[src/hdl/rrls_pkg.sv]
package rrls_pkg;

  localparam int PALETTE_ENTRIES_DEF = 32;

  localparam int SQ_W   = 34;
  localparam int ROOT_W = 17;
  localparam int REM_W  = ROOT_W + 2;

  typedef enum logic [2:0] {
    REG_CENTER_X,
    REG_CENTER_Y,
    REG_RING_RADIUS,
    REG_FADE_WIDTH,
    REG_COLOR_A,
    REG_COLOR_B,
    REG_WINDOW_WIDTH,
    REG_BRIGHTNESS_LIMITS
  } rrls_reg_t;

  localparam logic [15:0] FADE_WIDTH_RST        = 16'd256;
  localparam logic [23:0] COLOR_B_RST           = 24'hFFFFFF;
  localparam logic [7:0]  WINDOW_WIDTH_RST      = 8'd16;
  localparam logic [15:0] BRIGHTNESS_LIMITS_RST = 16'h8000;

  typedef struct packed {
    logic signed [15:0] center_x;
    logic signed [15:0] center_y;
    logic signed [15:0] ring_radius;
    logic [15:0]        fade_width;
    logic [23:0]        color_a;
    logic [23:0]        color_b;
    logic [7:0]         window_width;
    logic [15:0]        brightness_limits;
  } rrls_cfg_t;

  typedef struct packed {
    logic [SQ_W-1:0] sq;
    logic [7:0]      ws;
  } rrls_item_t;

  typedef struct packed {
    logic full;
    logic empty;
  } rrls_fifo_status_t;

  // Two-colour blend of one channel, f selects the share of b.
  function automatic logic [7:0] lerp8(input logic [7:0] a, input logic [7:0] b,
                                       input logic [7:0] f);
    logic [7:0]  d;
    logic [16:0] p;
    d = (b > a) ? (b - a) : (a - b);
    p = d * ({1'b0, f} + 9'd1);
    return (b > a) ? (a + p[15:8]) : (a - p[15:8]);
  endfunction

endpackage

[src/hdl/rrls_front.sv]
module rrls_front import rrls_pkg::*; (
  input  logic               clk,
  input  logic               rst,
  input  logic               in_valid,
  input  logic signed [15:0] led_x,
  input  logic signed [15:0] led_y,
  input  logic [7:0]         window_start,
  input  rrls_cfg_t          cfg,
  output logic               push,
  output rrls_item_t         item
);

  logic               v1, v2;
  logic signed [16:0] dx, dy;
  logic [7:0]         ws1, ws2;
  logic [32:0]        sqx, sqy;
  logic signed [33:0] px, py;

  assign px = dx * dx;
  assign py = dy * dy;

  always_ff @(posedge clk) begin
    if (rst) begin
      v1 <= 1'b0;
      v2 <= 1'b0;
    end else begin
      v1 <= in_valid;
      v2 <= v1;
    end
  end

  always_ff @(posedge clk) begin
    dx  <= {led_x[15], led_x} - {cfg.center_x[15], cfg.center_x};
    dy  <= {led_y[15], led_y} - {cfg.center_y[15], cfg.center_y};
    ws1 <= window_start;
    sqx <= px[32:0];
    sqy <= py[32:0];
    ws2 <= ws1;
  end

  assign push    = v2;
  assign item.sq = {1'b0, sqx} + {1'b0, sqy};
  assign item.ws = ws2;

endmodule

[config.mk]
export PLATFORM = sky130hd
export DESIGN_NAME = rrls_front
export DESIGN_NICKNAME = d
export VERILOG_FILES = /design/src/hdl/rrls_pkg.sv /design/src/hdl/rrls_front.sv
export SDC_FILE = /design/constraint.sdc
export NUM_CORES = 2
export LEC_CHECK = 0
export ABC_CLOCK_PERIOD_IN_PS = 6000
export BUFFER_PORTS_ARGS = -buffer_cell sky130_fd_sc_hd__buf_2
export CORE_MARGIN = 5
export CORE_UTILIZATION = 45
export CTS_BUF_LIST = sky130_fd_sc_hd__clkbuf_2 sky130_fd_sc_hd__clkbuf_4 sky130_fd_sc_hd__clkbuf_8
export CTS_CLUSTER_SIZE = 12
export DETAILED_ROUTE_END_ITERATION = 12
export GPL_ROUTABILITY_DRIVEN = 0
export PLACE_DENSITY = 0.73
export SLEW_MARGIN = 40
export SYNTH_ARGS = -nofsm -noshare
export SYNTH_HDL_FRONTEND = slang
export SYNTH_SLANG_ARGS = --single-unit
export TNS_END_PERCENT = 30
[constraint.sdc]
create_clock -name clk -period 6 [get_ports clk]
set_input_delay 1.2 -clock clk [delete_from_list [all_inputs] [get_ports clk]]
set_output_delay 1.2 -clock clk [all_outputs]
set_load 0.01 [all_outputs]
==> impl_summary.md <==
STA
In this run the tightest slew margin relative to its limit is 53.8%. The final cycle utilization of the critical path is 99.0%. The number of pins exceeding their max-slew limit in the final report came to 0. The number of endpoints with negative hold slack in the final report is 0. The smallest clock period supported by the final layout is computed as 5.94 ns. At the pin with the least slew margin, the transition time is 0.689 ns. Setup violations remaining at the end of the flow were counted as 0. The worst-case clock skew is 0.0226 ns. Setup repair after global routing could not meet its margin everywhere. The sum of negative setup slack is 0 ns. Timing would allow up to 168 MHz.

Place
Buffers placed on the I/O ports in this run total 117. The standard cell area after detailed placement is 27200 µm². The wire-length estimate of the detail-placed layout is 44000 µm.

Synthesis
In this run, synthesis produced a sequential element count of 116. In the synthesized netlist the async set-or-reset flop fraction comes to 0%. The synthesized area per cell is 9.34 µm².

Of the post-synthesis cell area, the dominant cell type holds 43.1%. The number of different library cells used by synthesis comes to 57. The cell count after synthesis is 2598. For this run, the leading register cell type out of synthesis is dfxtp_1. The dominant cell by count in the synthesized netlist is inv_1. Sorting the synthesized cells by area gives the leading types as fa_1 43%, ha_1 12%, inv_1 11%.

The cell type contributing the most total cell area after synthesis is fa_1. The warning count from the yosys run is 0. After synthesis, the most frequently instantiated cells are 742 x inv_1, 523 x fa_1, 240 x ha_1, 192 x nand2_1.

The net count after synthesis is 3540. The mapped netlist covers 24300 µm². Counting flops with a built-in enable in the synthesized netlist gives 0. Sequential cells were found to cover 9.57% of the synthesized design area.

CTS
CTS saw 116 sinks. The clock buffer count from CTS is 17. The longest clock path from root to sink contains 2 buffers.

The number of buffers inserted for hold repair after clock tree synthesis is 0. TritonCTS built the clock tree. The root buffer cell chosen for the clock tree is clkbuf_8.

After clock tree synthesis, the clock-pin slew on the worst setup and hold paths is 0.08 ns. The level count of the clock H-tree is 4. The later-pin clock latency in the skew report is 0.54 ns.

Floorplanning
The die covers 58700 µm². The die width is 242 µm. In this run the vertical extent of the chip is 242 µm.

222 I/O pins were placed. The initialized floorplan defines 85 standard-cell rows. The starting utilization of the core area is 45.3%. The area of the core is 53600 µm².

Layout
After routing the design area is 28500 µm². In the final layout, the share of cells above drive strength 1 is 18.4%. For this run, the post-layout net count is 3874. Measured on the finished design, the core utilization comes to 53.1%. The relative area change from synthesis to final layout is 17.4%.

Global routing
Global routing consumed, over all layers together, 17.8% of the routing resources. The first-pass GRT wire length is 86100 µm. Entering global routing, the biggest net connects 19 pins. The initial antenna violation count is 2. The number of global-route vias before repair is 18700. The global route total overflow is 0.

Worst setup path
For the worst setup path, the data arrival time is 6.35 ns. The category of the most critical setup path is register to register. In this run the worst path has a maximum fanout of 3.

The type of element launching the critical path is a register. The number of cells on the worst reg-to-reg path is 22. Data on the critical path is required at its endpoint by 6.41 ns. The reg-to-reg startpoint is dy[6]$_DFF_P_.

The critical path starts at dy[6]$_DFF_P_. The endpoint kind of the worst setup timing path is a register.

Route
The sum of routed wire segments on met1 is 22100 µm. For this block, the via count after detailed routing is 17500. The count of antenna-violating nets left after detailed routing is 0. After detailed routing, the number of vias per cell comes to 4.81. In the final routed layout, each cell accounts on average for 14.0 µm. Summed over all layers, the routed wires come to 50900 µm. Before antenna repair, the detailed router went through 5 iterations. Summed over all nets, wire length on met3 after detailed routing comes to 1890 µm. The first routing iteration left 696 violations. For this run, design rule violations remaining after detail routing come to 0.

The wire length on met2 is 25800 µm. After detailed routing, no signal wire sits above met4.

Hold path
The worst hold path cell count is 0. The worst hold path begins at ws1[7]$_DFF_P_. In this run the worst hold path is classified as register to register.

Run
The count of maximum capacitance violations is 0.

Status
The run finished with clean final reports.
[layer usage]
layer | vias up | global-route usage (%)
li1 | 8414 | -
met1 | 8801 | 23.6
met2 | 243 | 30.4
met3 | 78 | 3.05
met4 | 0 | 5.07
met5 | - | 0
[cell type report]
class	count	area, µm²
inverters	742	2790
multi-input cells	1691	19400
clock buffers	19	262
repair buffers	364	2580
well taps	696	871
diodes	1	2.50
flip-flops and latches	116	2390
fillers	4839	25100
clock inverters	13	161
[what timing repair did]
item	CTS	global route
pin swaps	12	70
endpoints found under the hold margin	0	0
setup endpoints to repair	11	17
setup buffers	3	23
gates resized for setup	33	139
[kinds of logic after synthesis]
kind of cell,Yosys count,share of synthesized area (%)
buf+inv,791,12.2
fa+ha+maj,763,55.5
simple gates,542,10.6
compound gates,250,7.18
xor+xnor,133,4.80
flops,116,9.57
mux,3,0.139
[state kept, by name (all words and copies together), names as in the netlist]
| name | flops |
|---|---|
| sqy | 32 |
| dy | 17 |
| ws1 | 8 |
| sqx | 32 |
| ws2 | 8 |
| v1 | 1 |
| dx | 17 |
| push | 1 |
[path summary, 6_finish.rpt]
path	endpoint	slack, ns
setup / recovery	sqy[31]$_DFF_P_	0.06
hold / removal	ws2[7]$_DFF_P_	0.32
setup reg to reg	sqy[31]$_DFF_P_	0.06
hold reg to reg	ws2[7]$_DFF_P_	0.32
[cell usage in the layout, fill, tap and decap left out, types with 88 or more instances in the layout]
cell and count:
and2_1 98, buf_2 117, buf_4 226, dfxtp_1 88
fa_1 511, ha_1 228, inv_1 730, nand2_1 182
nor2_1 112, xnor2_1 102
[through the flow]
stage | worst slack [ns] | hold slack [ns] | instances
2_1_floorplan | 0.00594 | 0.310 | 2598
3_3_place_gp | -0.147 | 0.310 | 3583
3_5_place_dp | -0.210 | 0.313 | 3583
4_1_cts | -0.0122 | 0.323 | 3618
5_1_grt | -0.170 | 0.338 | 3642
6_report | 0.0580 | 0.320 | 3642
[critical path: stages, from the launching register on]
cell      delay [ns]
dfxtp_4         0.36
buf_6           0.11
buf_6           0.11
and2_4          0.16
fa_1            0.49
inv_2           0.04
fa_1            0.49
fa_1            0.56
inv_1           0.07
fa_1            0.47
fa_1            0.51
inv_1           0.05
fa_1            0.47
inv_1           0.04
ha_2            0.16
or3_4           0.37
a311oi_2        0.25
buf_4           0.16
o31a_1          0.22
buf_6           0.14
o221ai_4        0.11
o41ai_4         0.36
xnor2_1         0.11
Power is left out: the tool's default activity adds up to more than one toggle a clock period on the data nets, which glitch-free logic cannot reach.
