**src/hdl/rrls_pkg.sv**
```systemverilog
package rrls_pkg;

  localparam int PALETTE_ENTRIES_DEF = 32;

  localparam int SQ_W   = 34;
  localparam int ROOT_W = 17;
  localparam int REM_W  = ROOT_W + 2;

  typedef enum logic [2:0] {
    REG_CENTER_X,
    REG_CENTER_Y,
    REG_RING_RADIUS,
    REG_FADE_WIDTH,
    REG_COLOR_A,
    REG_COLOR_B,
    REG_WINDOW_WIDTH,
    REG_BRIGHTNESS_LIMITS
  } rrls_reg_t;

  localparam logic [15:0] FADE_WIDTH_RST        = 16'd256;
  localparam logic [23:0] COLOR_B_RST           = 24'hFFFFFF;
  localparam logic [7:0]  WINDOW_WIDTH_RST      = 8'd16;
  localparam logic [15:0] BRIGHTNESS_LIMITS_RST = 16'h8000;

  typedef struct packed {
    logic signed [15:0] center_x;
    logic signed [15:0] center_y;
    logic signed [15:0] ring_radius;
    logic [15:0]        fade_width;
    logic [23:0]        color_a;
    logic [23:0]        color_b;
    logic [7:0]         window_width;
    logic [15:0]        brightness_limits;
  } rrls_cfg_t;

  typedef struct packed {
    logic [SQ_W-1:0] sq;
    logic [7:0]      ws;
  } rrls_item_t;

  typedef struct packed {
    logic full;
    logic empty;
  } rrls_fifo_status_t;

  // Two-colour blend of one channel, f selects the share of b.
  function automatic logic [7:0] lerp8(input logic [7:0] a, input logic [7:0] b,
                                       input logic [7:0] f);
    logic [7:0]  d;
    logic [16:0] p;
    d = (b > a) ? (b - a) : (a - b);
    p = d * ({1'b0, f} + 9'd1);
    return (b > a) ? (a + p[15:8]) : (a - p[15:8]);
  endfunction

endpackage

```
**src/hdl/rrls_back.sv**
```systemverilog
module rrls_back import rrls_pkg::*; #(
  parameter int PALETTE_ENTRIES = PALETTE_ENTRIES_DEF
) (
  input  logic              clk,
  input  logic              rst,
  input  rrls_fifo_status_t fifo_st,
  input  rrls_item_t        head,
  output logic              pop,
  input  rrls_cfg_t         cfg,
  output logic              done,
  output logic [7:0]        red,
  output logic [7:0]        green,
  output logic [7:0]        blue
);

  localparam int IW  = $clog2(PALETTE_ENTRIES);
  localparam int RSH = 18;
  localparam logic [RSH-1:0] RECIP = RSH'((1 << RSH) / PALETTE_ENTRIES);
  localparam logic [8:0]     NC    = 9'(PALETTE_ENTRIES);

  logic [15:0] fw;
  logic [7:0]  ww_m1, minb, maxb, span;

  assign fw    = (cfg.fade_width == 16'd0) ? 16'd1 : cfg.fade_width;
  assign ww_m1 = ((cfg.window_width == 8'd0) ? 8'd16 : cfg.window_width) - 8'd1;
  assign minb  = cfg.brightness_limits[7:0];
  assign maxb  = cfg.brightness_limits[15:8];
  assign span  = (maxb > minb) ? (maxb - minb) : 8'd0;

  assign pop = !fifo_st.empty;

  // Square root, one result bit per stage.
  logic              sv      [18];
  logic [SQ_W-1:0]   sr_v    [18];
  logic [REM_W-1:0]  sr_rem  [18];
  logic [ROOT_W-1:0] sr_root [18];
  logic [7:0]        sr_ws   [18];

  always_ff @(posedge clk) begin
    if (rst) sv[0] <= 1'b0;
    else     sv[0] <= pop;
  end

  always_ff @(posedge clk) begin
    sr_v[0]    <= head.sq;
    sr_rem[0]  <= '0;
    sr_root[0] <= '0;
    sr_ws[0]   <= head.ws;
  end

  for (genvar k = 0; k < ROOT_W; k++) begin : g_sqrt
    localparam int LO = 2 * (ROOT_W - 1 - k);
    logic [REM_W-1:0] cat, trial;
    logic             ge;
    assign cat   = {sr_rem[k][REM_W-3:0], sr_v[k][LO+1:LO]};
    assign trial = {sr_root[k], 2'b01};
    assign ge    = (cat >= trial);

    always_ff @(posedge clk) begin
      if (rst) sv[k+1] <= 1'b0;
      else     sv[k+1] <= sv[k];
    end

    always_ff @(posedge clk) begin
      sr_v[k+1]    <= sr_v[k];
      sr_rem[k+1]  <= ge ? (cat - trial) : cat;
      sr_root[k+1] <= {sr_root[k][ROOT_W-2:0], ge};
      sr_ws[k+1]   <= sr_ws[k];
    end
  end

  // Distance from the ring and saturation of the blend.
  logic signed [18:0] delta;
  logic [17:0]        adiff;
  logic               dv;
  logic [15:0]        d_rem;
  logic               d_sat;
  logic [7:0]         d_ws;

  assign delta = $signed({2'b00, sr_root[ROOT_W]})
               - $signed({{3{cfg.ring_radius[15]}}, cfg.ring_radius});
  assign adiff = delta[18] ? 18'(-delta) : delta[17:0];

  always_ff @(posedge clk) begin
    if (rst) dv <= 1'b0;
    else     dv <= sv[ROOT_W];
  end

  always_ff @(posedge clk) begin
    d_rem <= adiff[15:0];
    d_sat <= (adiff >= {2'b00, fw});
    d_ws  <= sr_ws[ROOT_W];
  end

  // Restoring division of the remaining distance by the fade width.
  logic        dvv  [17];
  logic [15:0] drem [17];
  logic [15:0] dq   [17];
  logic        dsat [17];
  logic [7:0]  dws  [17];

  assign dvv[0]  = dv;
  assign drem[0] = d_rem;
  assign dq[0]   = '0;
  assign dsat[0] = d_sat;
  assign dws[0]  = d_ws;

  for (genvar j = 0; j < 16; j++) begin : g_div
    logic [16:0] sh, dif;
    logic        ge;
    assign sh  = {drem[j], 1'b0};
    assign dif = sh - {1'b0, fw};
    assign ge  = (sh >= {1'b0, fw});

    always_ff @(posedge clk) begin
      if (rst) dvv[j+1] <= 1'b0;
      else     dvv[j+1] <= dvv[j];
    end

    always_ff @(posedge clk) begin
      drem[j+1] <= ge ? dif[15:0] : sh[15:0];
      dq[j+1]   <= {dq[j][14:0], ge};
      dsat[j+1] <= dsat[j];
      dws[j+1]  <= dws[j];
    end
  end

  // Fade and palette offset.
  logic [16:0] blend, inv;
  logic [33:0] inv_sq;
  logic [24:0] offs_p;
  logic        va;
  logic [16:0] fade_a;
  logic [8:0]  offs_a;
  logic [7:0]  ws_a;

  assign blend  = dsat[16] ? 17'h10000 : {1'b0, dq[16]};
  assign inv    = 17'h10000 - blend;
  assign inv_sq = inv * inv;
  assign offs_p = blend * ww_m1;

  always_ff @(posedge clk) begin
    if (rst) va <= 1'b0;
    else     va <= dvv[16];
  end

  always_ff @(posedge clk) begin
    fade_a <= inv_sq[32:16];
    offs_a <= offs_p[24:16];
    ws_a   <= dws[16];
  end

  // Palette index estimate and brightness product.
  logic [8:0]  v_sum;
  logic [26:0] q_p;
  logic [24:0] f_p;
  logic        vb;
  logic [8:0]  v_b, qe_b, fp_b;

  assign v_sum = {1'b0, ws_a} + offs_a;
  assign q_p   = v_sum * RECIP;
  assign f_p   = fade_a * span;

  always_ff @(posedge clk) begin
    if (rst) vb <= 1'b0;
    else     vb <= va;
  end

  always_ff @(posedge clk) begin
    v_b  <= v_sum;
    qe_b <= q_p[26:18];
    fp_b <= f_p[24:16];
  end

  // The reciprocal estimate is at most one short; one correction settles it.
  logic [17:0] qn;
  logic [9:0]  r, rc;
  logic        vc;
  logic [IW-1:0] idx_c;
  logic [7:0]  br_c;

  assign qn = qe_b * NC;
  assign r  = {1'b0, v_b} - qn[9:0];
  assign rc = (r >= {1'b0, NC}) ? (r - {1'b0, NC}) : r;

  always_ff @(posedge clk) begin
    if (rst) vc <= 1'b0;
    else     vc <= vb;
  end

  always_ff @(posedge clk) begin
    idx_c <= rc[IW-1:0];
    br_c  <= minb + fp_b[7:0];
  end

  // Triangle palette weights.
  logic [7:0] ftab [PALETTE_ENTRIES];
  for (genvar g = 0; g < PALETTE_ENTRIES; g++) begin : g_pal
    localparam int FV = (2 * g < PALETTE_ENTRIES - 1)
                      ? (510 * g) / (PALETTE_ENTRIES - 1)
                      : (510 * (PALETTE_ENTRIES - 1 - g)) / (PALETTE_ENTRIES - 1);
    assign ftab[g] = 8'(FV);
  end

  logic       vd;
  logic [7:0] ch_d [3];
  logic [7:0] br_d;
  logic [7:0] f_c;

  assign f_c = ftab[idx_c];

  always_ff @(posedge clk) begin
    if (rst) vd <= 1'b0;
    else     vd <= vc;
  end

  always_ff @(posedge clk) begin
    ch_d[0] <= lerp8(cfg.color_a[23:16], cfg.color_b[23:16], f_c);
    ch_d[1] <= lerp8(cfg.color_a[15:8],  cfg.color_b[15:8],  f_c);
    ch_d[2] <= lerp8(cfg.color_a[7:0],   cfg.color_b[7:0],   f_c);
    br_d    <= br_c;
  end

  // Video scaling keeps a lit channel from going dark.
  logic [15:0] vp [3];
  logic [7:0]  vo [3];
  for (genvar c = 0; c < 3; c++) begin : g_video
    assign vp[c] = ch_d[c] * br_d;
    assign vo[c] = (br_d == 8'd0) ? 8'd0 : (vp[c][15:8] + {7'd0, (ch_d[c] != 8'd0)});
  end

  always_ff @(posedge clk) begin
    if (rst) done <= 1'b0;
    else     done <= vd;
  end

  always_ff @(posedge clk) begin
    red   <= vo[0];
    green <= vo[1];
    blue  <= vo[2];
  end

  logic [35:0] root_lo, root_hi;
  assign root_lo = {19'd0, sr_root[ROOT_W]} * {19'd0, sr_root[ROOT_W]};
  assign root_hi = ({19'd0, sr_root[ROOT_W]} + 36'd1) * ({19'd0, sr_root[ROOT_W]} + 36'd1);

  a_root: assert property (@(posedge clk) disable iff (rst)
    sv[ROOT_W] |-> (root_lo <= {2'b00, sr_v[ROOT_W]}) && (root_hi > {2'b00, sr_v[ROOT_W]}))
    else $error("square root out of range");

  a_index: assert property (@(posedge clk) disable iff (rst)
    vb |=> ({{(10-IW){1'b0}}, idx_c} < {1'b0, NC}))
    else $error("palette index beyond palette");

  a_done: assert property (@(posedge clk) disable iff (rst)
    done |-> $past(vd))
    else $error("result strobe without an item");

endmodule

```
**config.mk**
```make
export PLATFORM = sky130hd
export DESIGN_NAME = rrls_back
export DESIGN_NICKNAME = d
export VERILOG_FILES = /design/src/hdl/rrls_pkg.sv /design/src/hdl/rrls_back.sv
export SDC_FILE = /design/constraint.sdc
export NUM_CORES = 2
export LEC_CHECK = 0
export ABC_CLOCK_PERIOD_IN_PS = 11100
export BUFFER_PORTS_ARGS = -buffer_cell sky130_fd_sc_hd__buf_2
export CORE_MARGIN = 10
export CORE_UTILIZATION = 40
export DETAILED_ROUTE_END_ITERATION = 10
export PLACE_DENSITY_LB_ADDON = 0.05
export SLEW_MARGIN = 5
export SYNTH_ARGS = -nofsm -noshare
export SYNTH_HDL_FRONTEND = slang
export SYNTH_SLANG_ARGS = --single-unit
```
**constraint.sdc**
```tcl
create_clock -name clk -period 11.1 [get_ports clk]
set_clock_uncertainty 0.05 [all_clocks]
set_input_delay 0 -clock clk [delete_from_list [all_inputs] [get_ports clk]]
set_output_delay 0 -clock clk [all_outputs]
set_load 0.02 [all_outputs]
```
==> impl_metrics.yaml <==
placement:
  placement.io_buffers: 171
  dp_hpwl_um: 147400
  total_cell_area_at_the_placement_stage_sq_um: 89560
  gp_congestion: 0.8292
  place_inst: 11690
routing:
  drt-initial-drc-count: 2400
  drc: 0
  route.detailed.vias_per_inst: 4.849
  vias: 58850
  antenna_violating_nets_post_route: 0
  drt_pass1_iterations: 7
  route.detailed.wl_per_inst_um: 15.78
  route.final.wire_length_um: 191500
worst_setup_path:
  critPathLaunchType: "input port"
  crit_buf_inv: 6
  crit_path_end_kind: "flop"
  most_prevalent_standard_cell_on_the_critical_path: "sky130_fd_sc_hd__fa_1"
  cp.arrival_ns: 10.60
  slowest_delay_ns: 0.58
  cp_data_required_time_ns: 11.75
  worst-path-max-fanout: 14
  critical-path-top-delay-family: "compound AO/OA/AOI/OAI gates"
  timing.setup.critical_path_class: "input port to flop"
  cp_slowest_cell: "sky130_fd_sc_hd__dlygate4sd3_1"
finish:
  areaGrowthSynthToFinish_pct: 13.35
  layout.cells.most_common_list: "sky130_fd_sc_hd__dfxtp_1 (1446), sky130_fd_sc_hd__inv_1 (1193), sky130_fd_sc_hd__ha_1 (928), sky130_fd_sc_hd__nor2_1 (660), sky130_fd_sc_hd__nand2_1 (601)"
  commonest_non_fill_non_tap_cell_in_the_layout: "sky130_fd_sc_hd__dfxtp_1"
  design.final.nets: 10890
  final_cell_area_sq_um: 96730
  proportion_of_layout_cells_with_a_drive_suffix_above_1_pct: 8.915
  final_cell_count_no_fill: 12140
grt:
  global_route_wire_length_before_repair_um: 317800
  track_usage_pct: 16.55
  via_count_of_the_first_global_routing_pass: 61420
  global_route.peak_usage_layer: "met2"
  met3_usage_grt_pct: 2.222
  grt_start_max_net_pins: 41
  grt_use_met2_pct: 29.62
  grt.overflow.total: 0
  met1_usage_pct: 21.01
  antenna_found_initial: 15
logic_synthesis:
  synth_compound_gate_area_share_pct: 10.71
  post_synth_adder_cell_area_pct: 27.68
  synth-simple-area-share_pct: 12.35
  synth_async_sr_flop_share_pct: 0
  synthesis_warning_total: 0
  yosysSeqAreaShare_pct: 33.92
  synth_mux_area_share_pct: 2.940
  dominant_combinational_cell_family_by_area_after_synthesis: "adder cells"
  yosys_register_bits: 1446
  syn-num-nets: 10510
  synthDistinctLibCells: 104
  post_synth_inst_count: 8797
  ys_top_cells_by_area: "sky130_fd_sc_hd__dfxtp_1 (34%), sky130_fd_sc_hd__fa_1 (14%), sky130_fd_sc_hd__ha_1 (14%), sky130_fd_sc_hd__inv_1 (5.2%), sky130_fd_sc_hd__xnor2_1 (4.1%)"
  netlist.top_cell.by_area: "sky130_fd_sc_hd__dfxtp_1"
  synth_flop_cell: "sky130_fd_sc_hd__dfxtp_1"
  portion_of_synthesized_cell_area_occupied_by_the_leading_cell_type_pct: 33.92
  edff_count_synth: 0
  syn_avg_cell_area_sq_um: 9.701
  synth.cell_area_sq_um: 85340
  synth-xor-area-share_pct: 6.203
die:
  chipWidth_um: 481.9
  initial_core_util_pct: 40.24
  floorplan.die_area_sq_um: 232200
  dieHeight_um: 481.9
  core.rowCount: 169
  core_area_sq_um: 212100
  io_pins: 208
timing:
  timing.final.crit_share_pct: 89.69
  post-route-min-period_ns: 9.956
  maxSlewHeadroom_pct: 19.30
  grt_setup_unrepaired: "no"
  finalSetupViolations: 0
  slew_violations: 0
  finalHoldViolCount: 0
  clock.fmax_ghz: 0.1004
  setup-tns-final_ns: 0
  transition_at_the_pin_with_the_smallest_max_transition_slack_ns: 1.180
clock_tree:
  clock_path_buffers: 3
  cts_repair_resize_count: 0
  cts_root_buffer: "sky130_fd_sc_hd__clkbuf_16"
  cts_hold_buffers: 141
  numClockSinks: 1446
  clock_insertion_delay_worst_skew_ns: 0.79
  cts_tree: "done"
  clkSlewWorstSetupHoldPaths_ns: 0.07
  cts-buffers-inserted: 162
  cts_max_level: 4
  number_of_post_cts_setup_repair_buffers: 0
min_path:
  timing.hold.worst.class: "input port to flop"
run_status:
  status: "completed"
flow_run:
  max_cap_viol_count: 0
-- stage by stage --
stage               worst slack (ns)  util (%)  hold WS (ns)
global route                  0.4653     45.61       0.02212
global placement               1.126     42.23       0.05171
finish                         1.144     45.61       0.04858
floorplan                      2.087         -      -0.02228
CTS                            1.187     45.60       0.02594
detailed placement            0.9754     42.23       0.05360
-- Yosys cell counts (all sizes together), types with 33 or more instances --
cell type,number
dfxtp,1446
inv,1194
ha,928
nor2,660
nand2,603
fa,600
a21oi,527
xnor2,402
o21ai,263
a21o,213
xor2,199
and2,198
mux2,189
clkbuf,125
nor3,123
nand3,110
nor2b,110
nand2b,81
o21a,70
o21bai,70
nand4,61
or2,57
and3,44
buf,43
nor4,41
a21boi,34
o31ai,33
-- cell families (layout without fill, tap and decap cells) --
| logic type | after synthesis | count (layout) |
|---|---|---|
| AOI/OAI and AO/OA | 1432 | 1432 |
| xor gates and xnor gates | 602 | 602 |
| adders and majority gates | 1528 | 1528 |
| buffers and inverters | 1370 | 1883 |
| DFF | 1446 | 1446 |
| muxes | 215 | 215 |
| other | 1 | 6 |
| and+or+nand+nor | 2203 | 2203 |
-- sequential cells by signal (all words and copies together), names as in the netlist, 5 cells and up --
signal	count
ws_a	5
sr_ws	90
drem	240
sr_v	306
dq	136
v_b	5
sv	18
ch_d	24
d_rem	16
offs_a	5
blue	8
d_ws	5
dvv	16
br_d	8
idx_c	5
dsat	16
sr_root	153
red	8
sr_rem	254
fp_b	8
fade_a	17
dws	80
br_c	8
green	8
-- final timing paths --
| path | slack, ns | start | endpoint | cells after the start |
|---|---|---|---|---|
| max | 1.14 | cfg[49] | ch_d[0][23] | 42 |
| min | 0.05 | cfg[87] | dq[0] | 5 |
| max reg2reg | 1.63 | dsat[0] | fade_a[16] | 29 |
| min reg2reg | 0.26 | sr_ws[2][2] | sr_ws[3][2] | 0 |
-- layout make-up --
type,count,area (sq um)
fill,20350,115400
multi-input combinational,5981,51180
sequential,1446,28950
clock buffer,222,4663
inverter,1202,4512
tap,2821,3530
timing repair buffer,384,2808
clock inverter,75,1084
antenna,5,12.51
-- worst min-delay path: stages --
cell                      delay (ns)
sky130_fd_sc_hd__buf_2          0.11
sky130_fd_sc_hd__inv_1          0.05
sky130_fd_sc_hd__buf_4          0.33
sky130_fd_sc_hd__ha_1           0.18
sky130_fd_sc_hd__a211o_1        0.16
-- layer usage --
| layer | share of wire [%] | vias to the layer above | wire length, um |
|---|---|---|---|
| met4 | 2.1 | 4 | 3998 |
| met5 | 0.012 | - | 23 |
| met1 | 45 | 28120 | 86860 |
| met3 | 3.2 | 249 | 6164 |
| li1 | - | 29710 | - |
| met2 | 49 | 763 | 94490 |
Power is not shown: default switching activity piles up to over one toggle a cycle in this logic, so the estimate is an artifact.
