## config.mk

```make
export PLATFORM = sky130hd
export DESIGN_NAME = rrls_fifo
export DESIGN_NICKNAME = d
export VERILOG_FILES = /design/src/hdl/rrls_pkg.sv /design/src/hdl/rrls_fifo.sv
export SDC_FILE = /design/constraint.sdc
export NUM_CORES = 1
export LEC_CHECK = 0
export ABC_AREA = 1
export BUFFER_PORTS_ARGS = -buffer_cell sky130_fd_sc_hd__buf_4
export CORE_MARGIN = 2
export CORE_UTILIZATION = 35
export DETAILED_ROUTE_END_ITERATION = 16
export PLACE_DENSITY_LB_ADDON = 0.3
export SETUP_SLACK_MARGIN = 0.15
export SKIP_CTS_REPAIR_TIMING = 1
export SYNTH_ARGS = -nofsm -noshare
export SYNTH_HDL_FRONTEND = slang
export SYNTH_SLANG_ARGS = --single-unit
```

## constraint.sdc

```tcl
create_clock -name clk -period 4.6 [get_ports clk]
set_input_delay 0.46 -clock clk [delete_from_list [all_inputs] [get_ports clk]]
set_output_delay 0.46 -clock clk [all_outputs]
set_load 0.02 [all_outputs]
```

## src/hdl/rrls_pkg.sv

```systemverilog
package rrls_pkg;

  localparam int PALETTE_ENTRIES_DEF = 32;

  localparam int SQ_W   = 34;
  localparam int ROOT_W = 17;
  localparam int REM_W  = ROOT_W + 2;

  typedef enum logic [2:0] {
    REG_CENTER_X,
    REG_CENTER_Y,
    REG_RING_RADIUS,
    REG_FADE_WIDTH,
    REG_COLOR_A,
    REG_COLOR_B,
    REG_WINDOW_WIDTH,
    REG_BRIGHTNESS_LIMITS
  } rrls_reg_t;

  localparam logic [15:0] FADE_WIDTH_RST        = 16'd256;
  localparam logic [23:0] COLOR_B_RST           = 24'hFFFFFF;
  localparam logic [7:0]  WINDOW_WIDTH_RST      = 8'd16;
  localparam logic [15:0] BRIGHTNESS_LIMITS_RST = 16'h8000;

  typedef struct packed {
    logic signed [15:0] center_x;
    logic signed [15:0] center_y;
    logic signed [15:0] ring_radius;
    logic [15:0]        fade_width;
    logic [23:0]        color_a;
    logic [23:0]        color_b;
    logic [7:0]         window_width;
    logic [15:0]        brightness_limits;
  } rrls_cfg_t;

  typedef struct packed {
    logic [SQ_W-1:0] sq;
    logic [7:0]      ws;
  } rrls_item_t;

  typedef struct packed {
    logic full;
    logic empty;
  } rrls_fifo_status_t;

  // Two-colour blend of one channel, f selects the share of b.
  function automatic logic [7:0] lerp8(input logic [7:0] a, input logic [7:0] b,
                                       input logic [7:0] f);
    logic [7:0]  d;
    logic [16:0] p;
    d = (b > a) ? (b - a) : (a - b);
    p = d * ({1'b0, f} + 9'd1);
    return (b > a) ? (a + p[15:8]) : (a - p[15:8]);
  endfunction

endpackage

```

## src/hdl/rrls_fifo.sv

```systemverilog
module rrls_fifo import rrls_pkg::*; (
  input  logic              clk,
  input  logic              rst,
  input  logic              push,
  input  rrls_item_t        wdata,
  input  logic              pop,
  output rrls_item_t        rdata,
  output rrls_fifo_status_t status
);

  rrls_item_t  slot [2];
  logic        wptr, rptr;
  logic [1:0]  count;

  always_ff @(posedge clk) begin
    if (rst) begin
      wptr  <= 1'b0;
      rptr  <= 1'b0;
      count <= 2'd0;
    end else begin
      if (push) wptr <= ~wptr;
      if (pop)  rptr <= ~rptr;
      count <= count + {1'b0, push} - {1'b0, pop};
    end
  end

  always_ff @(posedge clk) begin
    if (push) slot[wptr] <= wdata;
  end

  assign rdata        = slot[rptr];
  assign status.empty = (count == 2'd0);
  assign status.full  = (count == 2'd2);

endmodule

```

==> results of run 1 <==
[power by group through the flow]
stage | sequential, mW | combinational (mW) | clock [mW]
global placement | 0.979 | 0.272 | 0
finish | 0.960 | 0.271 | 0.542
floorplan | 0.965 | 0.186 | 0
CTS | 0.962 | 0.278 | 0.560
detailed placement | 0.980 | 0.277 | 0
global route | 0.966 | 0.293 | 0.595
[cell usage in the layout, fill, tap and decap left out, drive strengths merged]
cell	Yosys	routed
clkbuf	0	9
a21oi	1	1
mux2	42	42
xnor2	1	1
ha	2	2
nor2	8	8
clkinv	0	3
dfxtp	5	5
nand2	4	4
nor3	1	1
bufinv	0	1
edfxtp	84	84
nand3	1	1
buf	5	91
inv	8	11
[metal layers]
layer	vias up	track usage	wire length [µm]
li1	805	-	-
met1	799	0.133	2470
met2	51	0.162	2760
met3	4	0.0457	389
met4	0	0.0364	61
met5	-	0	0
[area by class of cell]
cell class,count,area [µm²]
Sequential cell,89,2620
Clock inverter,7,77.6
Inverter,8,30.0
Fill cell,856,5260
Tap cell,133,166
Multi-Input combinational cell,60,724
Timing Repair Buffer,91,683
Clock buffer,9,124
[kinds of logic (layout without fill, tap and decap cells)]
kind of cell | count (synthesis) | after routing | synth area share
flops | 89 | 89 | 0.758
mux | 42 | 42 | 0.180
simple gates | 14 | 14 | 0.0159
buf+inv | 13 | 115 | 0.0351
fa+ha+maj | 2 | 2 | 0.00723
compound gates | 1 | 1 | 0.00144
xor+xnor | 1 | 1 | 0.00253
[sequential cells by signal, indices dropped and copies added (netlist names), named ones only]
register  flops
wptr          1
slot         84
rptr          1
count         2
[worst max path at each step]
stage	to	slack (ns)	cells after the start
final	rdata[34]	1.90	3
after CTS	rdata[34]	1.81	3
after global placement	rdata[38]	2.25	3
after detailed placement	rdata[34]	2.21	3
after floorplan	slot[0][0]	1.89	2
after global routing	rdata[34]	1.74	3
[per-stage QoR]
stage	std cells	total power, mW
finish	397	1.77
global route	397	1.85
CTS	397	1.80
detailed placement	381	1.26
global placement	381	1.25
floorplan	162	1.15
==> run_results.csv, run 1 <==
group,metric,value,unit
run_status,outcome,"completed",
timing,worst_pin_slew,0.975,ns
worst_hold_path,hp-start,"wdata[6]",
cts,clockRootBuffer,"clkbuf_8",
place,io_buffer_count,89,
worst_setup_path,reg2reg_slack,3.02,ns
timing,finalMaxSlewViolations,0,
floorplanning,die_x,103,µm
timing,min_period,2.70,ns
flow_run,drv_cap,0,
cells_and_area,fin_util,0.457,
timing,worst_hold_slack,0.287,ns
place,dp_worst_setup_slack,2.21,ns
global_route,track_usage,0.105,
timing,setup_viol,0,
timing,fin_skew,0.00926,ns
worst_hold_path,holdPathEnd,"slot[0][6]",
cts,clk_latency,0.35,ns
global_route,antenna_found_initial,0,
cts,cts_tree,"built",
cells_and_area,area_growth,28.0,%
logic_synthesis,synth_edf_count,84,
pwr,p_seq_frac,0.542,
logic_synthesis,synth_nets,210,
floorplanning,dieHeight,103,µm
logic_synthesis,synth_area_leader_cell,"edfxtp_1",
worst_setup_path,worstSetupStartpointType,"flip-flop",
detailed_routing,avgRoutedWirePerCell,14.3,µm
floorplanning,rows,36,
worst_setup_path,path_delay_family,"flip-flops",
worst_setup_path,crit_type,"reg -> out",
logic_synthesis,synthFlopType,"edfxtp_1",
pwr,ir_drop,165,µV
cts,clock-sinks,89,
worst_setup_path,cp-end-kind,"output pin",
place,hpwl,3.64,mm
cells_and_area,diodes,0,
timing,rsz0062_at_grt,"no",
worst_setup_path,worst_ep_required_time,4.14,ns
worst_setup_path,rr_startpoint,"wptr",
detailed_routing,first_pass_iters,4,
logic_synthesis,ys_ff_latch,89,
logic_synthesis,yosys-top-cells-area,"edfxtp_1, mux2_4, dfxtp_1",
cts,cts_made_buffers,9,
pwr,power_density,400,nW/µm²
cells_and_area,final_area,4430,µm²
timing,period_share,0.587,
global_route,grt_max_degree,44,
cts,cts.path.max_buffers,2,
logic_synthesis,syn_avg_cell_area,21.4,µm²
logic_synthesis,ys_types,14,
floorplanning,ioPinCount,90,
cells_and_area,finalNetCount,307,
timing,fmax,370,MHz
logic_synthesis,ys_warn_count,0,
pwr,clkPwrFrac,0.306,
timing,max-slew-margin-rel,0.350,
worst_setup_path,cpMaxStageDelayCell,"dfxtp_2",
detailed_routing,vias_per_cell,4.18,
timing,worst_slack,1.90,ns
logic_synthesis,synth.most_common_cell,"edfxtp_1",
detailed_routing,vias,1659,
logic_synthesis,synthArstFlopShare,0,
worst_setup_path,rr_endpoint,"slot[1][35]",
worst_hold_path,hold_depth,1,
global_route,first_global_vias,1587,
logic_synthesis,synth_top_area_share,0.729,
place,gp_congestion,0.652,
pwr,cellInternalPower,1.34,mW
worst_setup_path,worst-path-buf-inv,2,
floorplanning,initial_core_util,0.357,
worst_setup_path,cpPeakStageDelay,0.96,ns
worst_hold_path,hp-class,"in -> reg",
global_route,grt_pass1_wl,8.08,mm
timing,fin_setup_tns,0,ns
place,placed_cell_area,4230,µm²
worst_setup_path,path_cells,"buf_4 > mux2_4 > buf_4",
global_route,overflow,0,
pwr,p_leak,1.77,nW
pwr,p_comb_frac,0.153,
timing,hold_viol,0,
logic_synthesis,synth_common_cells,"edfxtp_1, mux2_4, inv_1, nor2_1, dfxtp_1",
detailed_routing,drc,0,
worst_setup_path,cpMostUsedCell,"buf_4",
logic_synthesis,synth_area,3460,µm²
logic_synthesis,synthCells,162,
cts,clkTransAtPathRegs,0.10,ns
worst_setup_path,arrival,2.24,ns
worst_setup_path,ff2ff_path_depth,2,
cts,cts_max_level,3,
floorplanning,die-area,10700,µm²
detailed_routing,ant_nets,0,
pwr,netSwitchingFraction,0.245,
worst_setup_path,cp_max_fo,28,
detailed_routing,drtIter0Drc,57,
cells_and_area,final_layout_size_suffix_gt1_frac,0.576,
detailed_routing,finalWirelength,5.68,mm
floorplanning,core_area,9680,µm²
logic_synthesis,ys_seq_area_frac,0.758,
pwr,p_switching,0.435,mW
(Power assumes the default switching activity.)
==> inputs of run 2 (changes only) <==
==> constraint.sdc (replaced) <==
create_clock -name clk -period 2.8 [get_ports clk]
set_input_delay 0.28 -clock clk [delete_from_list [all_inputs] [get_ports clk]]
set_output_delay 0.28 -clock clk [all_outputs]
set_load 0.02 [all_outputs]
==> run_results.csv, run 2 (synthesized netlist as in run 1, its figures left out) <==
group,metric,value,unit
run_status,outcome,"completed",
detailed_routing,finalWirelength,5.57,mm
timing,max-slew-margin-rel,0.708,
cts,clk_latency,0.34,ns
worst_setup_path,rr_startpoint,"wptr",
cells_and_area,fin_util,0.462,
cells_and_area,mostFrequentLayoutCell,"buf_4",
cells_and_area,multiInputGateArea,724,µm²
cells_and_area,largest_register_ffs,84,
pwr,ir_drop,291,µV
cts,clock-sinks,89,
detailed_routing,first_pass_iters,4,
worst_setup_path,worst_ep_required_time,2.52,ns
cells_and_area,finalNetCount,309,
cts,cts.path.max_buffers,2,
detailed_routing,drc,0,
pwr,power_density,656,nW/µm²
worst_hold_path,hp-class,"in -> reg",
cells_and_area,diodes,0,
cells_and_area,final_layout_size_suffix_gt1_frac,0.574,
worst_setup_path,cp_max_fo,42,
detailed_routing,drtIter0Drc,23,
worst_setup_path,worstSetupStartpointType,"flip-flop",
place,io_buffer_count,89,
timing,fin_skew,0.00508,ns
global_route,track_usage,0.106,
cells_and_area,reg_top3,"slot x84, count x2",
detailed_routing,vias,1690,
timing,finalMaxSlewViolations,0,
worst_setup_path,arrival,1.53,ns
cells_and_area,largest-register,"slot",
cts,cts_max_level,3,
cts,cts_made_buffers,9,
place,gp_congestion,0.683,
floorplanning,rows,36,
timing,period_share,0.646,
timing,fin_setup_tns,0,ns
timing,rsz0062_at_grt,"no",
worst_setup_path,crit_type,"reg -> out",
worst_setup_path,ff2ff_path_depth,3,
floorplanning,core_area,9680,µm²
timing,min_period,1.81,ns
cells_and_area,area_growth,29.4,%
cts,cts_tree,"built",
floorplanning,ioPinCount,90,
pwr,p_leak,1.78,nW
worst_setup_path,crit_path_end,"rdata[0]",
timing,hold_viol,0,
floorplanning,dieHeight,103,µm
timing,fmax,553,MHz
cts,clockRootBuffer,"clkbuf_8",
cells_and_area,layout_common_cells,"buf_4, edfxtp_1, mux2_4",
worst_setup_path,cp-end-kind,"output pin",
cells_and_area,regArea,2620,µm²
global_route,overflow,0,
floorplanning,die-area,10700,µm²
global_route,antenna_found_initial,0,
cts,clkTransAtPathRegs,0.08,ns
detailed_routing,vias_per_cell,4.25,
global_route,grt_pass1_wl,8.29,mm
timing,worst_pin_slew,0.438,ns
cells_and_area,fill_cells,882,
worst_setup_path,reg2reg_slack,1.42,ns
worst_setup_path,rr_endpoint,"slot[1][14]",
timing,setup_viol,0,
floorplanning,initial_core_util,0.357,
global_route,grt_max_degree,43,
floorplanning,die_x,103,µm
place,hpwl,3.87,mm
flow_run,drv_cap,0,
global_route,first_global_vias,1754,
detailed_routing,avgRoutedWirePerCell,14.0,µm
detailed_routing,ant_nets,0,
==> run 2: changes by cell type in the layout (fill, tap and decap cells not counted), sizes merged <==
| cell | previous run | this run |
|---|---|---|
| clkinv | 3 | 2 |
| clkbuf | 9 | 10 |
| buf | 91 | 93 |
| clkinvlp | 0 | 1 |
| bufinv | 1 | 2 |
| inv | 11 | 8 |
==> run 2: worst min path at each step <==
stage | start | to | slack, ns | cells past startpoint
floorplan | rst | count[0] | 0.35 | 1
global placement | wdata[2] | slot[0][2] | 0.47 | 1
detailed placement | wdata[10] | slot[1][10] | 0.47 | 1
CTS | wdata[16] | slot[1][16] | 0.1 | 1
global route | wdata[34] | slot[1][34] | 0.09 | 1
finish | wdata[11] | slot[0][11] | 0.12 | 1
==> run 2: per-layer routing <==
| metal | vias to the layer above | track usage | part of all wire |
|---|---|---|---|
| met3 | 10 | 0.0323 | 0.058 |
| met2 | 55 | 0.182 | 0.53 |
| met4 | 0 | 0.0557 | 0.020 |
| met1 | 815 | 0.120 | 0.39 |
| li1 | 810 | - | - |
| met5 | - | 0 | 0 |
==> run 2: where the power goes <==
part / internal, mW / leakage [nW] / switching (mW)
Combinational: 0.244 / 0.847 / 0.228
Clock: 0.498 / 0.102 / 0.412
Sequential: 1.54 / 0.830 / 0.0198
Total: 2.28 / 1.78 / 0.660
==> run 2: worst max-delay path: stages (launching register included) <==
cell and delay, ns:
dfxtp_2 0.34, buf_12 0.30, mux2_2 0.37, buf_4 0.15
==> run 2: metrics by stage <==
| step | hold slack [ns] | setup slack [ns] | power (mW) | std cells | area, µm² |
|---|---|---|---|---|---|
| 2_1_floorplan | 0.351 | 0.269 | 1.89 | 162 | 3460 |
| 3_3_place_gp | 0.466 | 1.33 | 2.06 | 383 | 4270 |
| 3_5_place_dp | 0.468 | 1.31 | 2.07 | 383 | 4270 |
| 4_1_cts | 0.0952 | 0.964 | 2.99 | 398 | 4480 |
| 5_1_grt | 0.0942 | 0.928 | 3.06 | 398 | 4480 |
| 6_report | 0.117 | 0.993 | 2.94 | 398 | 4480 |
==> run 2: area by class of cell <==
cell class                      instances  area share
Tap cell                              133      0.0372
Multi-Input combinational cell         60       0.162
Inverter                                8     0.00671
Sequential cell                        89       0.586
Clock inverter                          5      0.0182
Timing Repair Buffer                   93       0.162
Clock buffer                           10      0.0285
==> inputs of run 3 (changes only) <==
--- a/config.mk
+++ b/config.mk
@@ -5,7 +5,7 @@
 export SDC_FILE = /design/constraint.sdc
 export NUM_CORES = 1
 export LEC_CHECK = 0
-export ABC_AREA = 1
+export ABC_AREA = 0
 export BUFFER_PORTS_ARGS = -buffer_cell sky130_fd_sc_hd__buf_4
 export CORE_MARGIN = 2
 export CORE_UTILIZATION = 35
==> constraint.sdc (replaced) <==
create_clock -name clk -period 1.8 [get_ports clk]
set_input_delay 0.18 -clock clk [delete_from_list [all_inputs] [get_ports clk]]
set_output_delay 0.18 -clock clk [all_outputs]
set_load 0.02 [all_outputs]
==> run_results.csv, run 3 <==
group,metric,value,unit
floorplanning,dieHeight,103,µm
timing,period_share,0.896,
cts,clk_latency,0.34,ns
logic_synthesis,synthAdderAreaFrac,0.00725,
detailed_routing,drc,0,
cells_and_area,multiInputGateArea,744,µm²
cells_and_area,largest-register,"slot",
place,io_buffer_count,89,
cells_and_area,finalNetCount,316,
timing,min_period,1.61,ns
logic_synthesis,synthFlopType,"edfxtp_1",
logic_synthesis,syn_avg_cell_area,22.7,µm²
worst_setup_path,path_cells,"buf_12 > mux2_2 > buf_4",
worst_setup_path,cpMaxStageDelayCell,"dfxtp_4",
cts,clock-sinks,89,
worst_setup_path,worst_ep_required_time,1.62,ns
floorplanning,die_x,103,µm
cts,clockRootBuffer,"clkbuf_8",
cells_and_area,area_growth,35.9,%
logic_synthesis,synth_top_family_by_area,"multiplexers",
run_status,outcome,"completed",
detailed_routing,first_pass_iters,4,
timing,setup_viol,0,
global_route,antenna_found_initial,0,
worst_setup_path,cpPeakStageDelay,0.43,ns
logic_synthesis,ys_types,13,
cells_and_area,reg_top3,"slot x84, count x2",
global_route,grt_max_degree,32,
pwr,p_seq_frac,0.542,
cells_and_area,mostFrequentLayoutCell,"edfxtp_1",
pwr,clkPwrFrac,0.261,
detailed_routing,vias_per_cell,4.20,
logic_synthesis,ys_seq_area_frac,0.759,
floorplanning,rows,36,
cells_and_area,fin_util,0.485,
cells_and_area,final_layout_size_suffix_gt1_frac,0.575,
logic_synthesis,synth.most_common_cell,"edfxtp_1",
logic_synthesis,synth_xor_area_frac,0.0116,
timing,hold_viol,0,
detailed_routing,ant_nets,0,
flow_run,drv_cap,0,
worst_setup_path,path_delay_family,"flip-flops",
logic_synthesis,synth.area.mux_share,0.180,
logic_synthesis,ys_ff_latch,89,
floorplanning,die-area,10700,µm²
floorplanning,ioPinCount,90,
timing,max-slew-margin-rel,0.796,
pwr,cellInternalPower,3.41,mW
global_route,overflow,0,
detailed_routing,vias,1705,
logic_synthesis,synthCells,152,
logic_synthesis,synth_area,3450,µm²
cts,clkTransAtPathRegs,0.09,ns
pwr,p_comb_frac,0.196,
logic_synthesis,yosys.area_share.simple,0.0127,
detailed_routing,avgRoutedWirePerCell,14.3,µm
pwr,p_switching,1.12,mW
pwr,power_density,965,nW/µm²
pwr,power,4.53,mW
cells_and_area,fill_cells,839,
cts,cts.path.max_buffers,2,
timing,fin_setup_tns,0,ns
cells_and_area,diodes,0,
cts,cts_tree,"built",
pwr,p_leak,1.86,nW
worst_setup_path,crit_type,"reg -> out",
pwr,netSwitchingFraction,0.247,
logic_synthesis,synth_area_leader_cell,"edfxtp_1",
cells_and_area,layout_common_cells,"edfxtp_1, buf_4, mux2_4",
place,gp_congestion,0.636,
timing,fmax,620,MHz
timing,worst_pin_slew,0.306,ns
logic_synthesis,ys_warn_count,0,
cells_and_area,largest_register_ffs,84,
global_route,track_usage,0.105,
timing,worst_slack,0.187,ns
worst_setup_path,cp_max_fo,8,
worst_hold_path,hp-class,"in -> reg",
cts,cts_made_buffers,9,
timing,finalMaxSlewViolations,0,
detailed_routing,drtIter0Drc,25,
logic_synthesis,synth_common_cells,"edfxtp_1, mux2_4, dfxtp_1, nor2_1, buf_12",
worst_setup_path,arrival,1.43,ns
place,hpwl,3.62,mm
timing,fin_skew,0.0116,ns
worst_setup_path,worst-path-buf-inv,2,
worst_setup_path,cp-end-kind,"output pin",
logic_synthesis,yosys-top-cells-area,"edfxtp_1, mux2_4, dfxtp_1",
timing,rsz0062_at_grt,"yes",
logic_synthesis,synth_nets,200,
floorplanning,initial_core_util,0.357,
logic_synthesis,synth-compound-area-share,0,
detailed_routing,finalWirelength,5.82,mm
logic_synthesis,synth_top_area_share,0.730,
place,dp_worst_setup_slack,0.492,ns
pwr,ir_drop,499,µV
global_route,grt_pass1_wl,8.07,mm
logic_synthesis,synth_edf_count,84,
global_route,first_global_vias,1606,
cts,cts_max_level,3,
worst_setup_path,worstSetupStartpointType,"flip-flop",
floorplanning,core_area,9680,µm²
logic_synthesis,synthArstFlopShare,0,
cells_and_area,regArea,2630,µm²
## run 3: cell type report
class,count,area share
clock buffers,10,0.0272
clock inverters,6,0.00906
flip-flops and latches,89,0.559
multi-input cells,56,0.159
well taps,133,0.0354
repair buffers,110,0.209
inverters,2,0.00160
## run 3: kinds of logic (layout without fill, tap and decap cells)
group         after synthesis  count (layout)
flops                      89              89
mux                        42              42
simple gates                9               9
buf+inv                     7             128
xor+xnor                    3               3
fa+ha+maj                   2               2
## run 3: routing by layer
layer / track usage / share of wire
met5: 0 / 0
met4: 0.0516 / 0.017
met3: 0.0363 / 0.062
met2: 0.164 / 0.49
met1: 0.129 / 0.43
## run 3: final timing paths
| path | start | endpoint | slack, ns | depth (start not counted) |
|---|---|---|---|---|
| max | flip-flop | rdata[41] | 0.19 | 3 |
| min | wdata[10] | slot[0][10] | 0.02 | 1 |
| max reg2reg | count[0] | count[1] | 0.57 | 6 |
| min reg2reg | rptr | rptr | 0.53 | 2 |
## run 3: worst register-to-register path: cells and delay by family (launching register included)
family,cells,cell delay [ns]
fa+ha+maj,2,0.41
flops,1,0.35
xor+xnor,1,0.20
buf+inv,2,0.11
simple gates,1,0.10
## run 3: power by group through the flow
stage	combinational (mW)	sequential [mW]	clock (mW)
floorplan	0.520	2.49	0
global placement	0.809	2.49	0
detailed placement	0.816	2.50	0
CTS	0.820	2.45	1.24
global route	0.956	2.47	1.30
finish	0.889	2.46	1.18
## run 3: through the flow
| stage | std cells | hold WS (ns) | cell area [µm²] |
|---|---|---|---|
| after floorplan | 152 | 0.252 | 3460 |
| after global placement | 375 | 0.365 | 4260 |
| after detailed placement | 375 | 0.367 | 4260 |
| after CTS | 391 | -0.00331 | 4430 |
| after global routing | 406 | -0.00148 | 4690 |
| final | 406 | 0.0166 | 4690 |
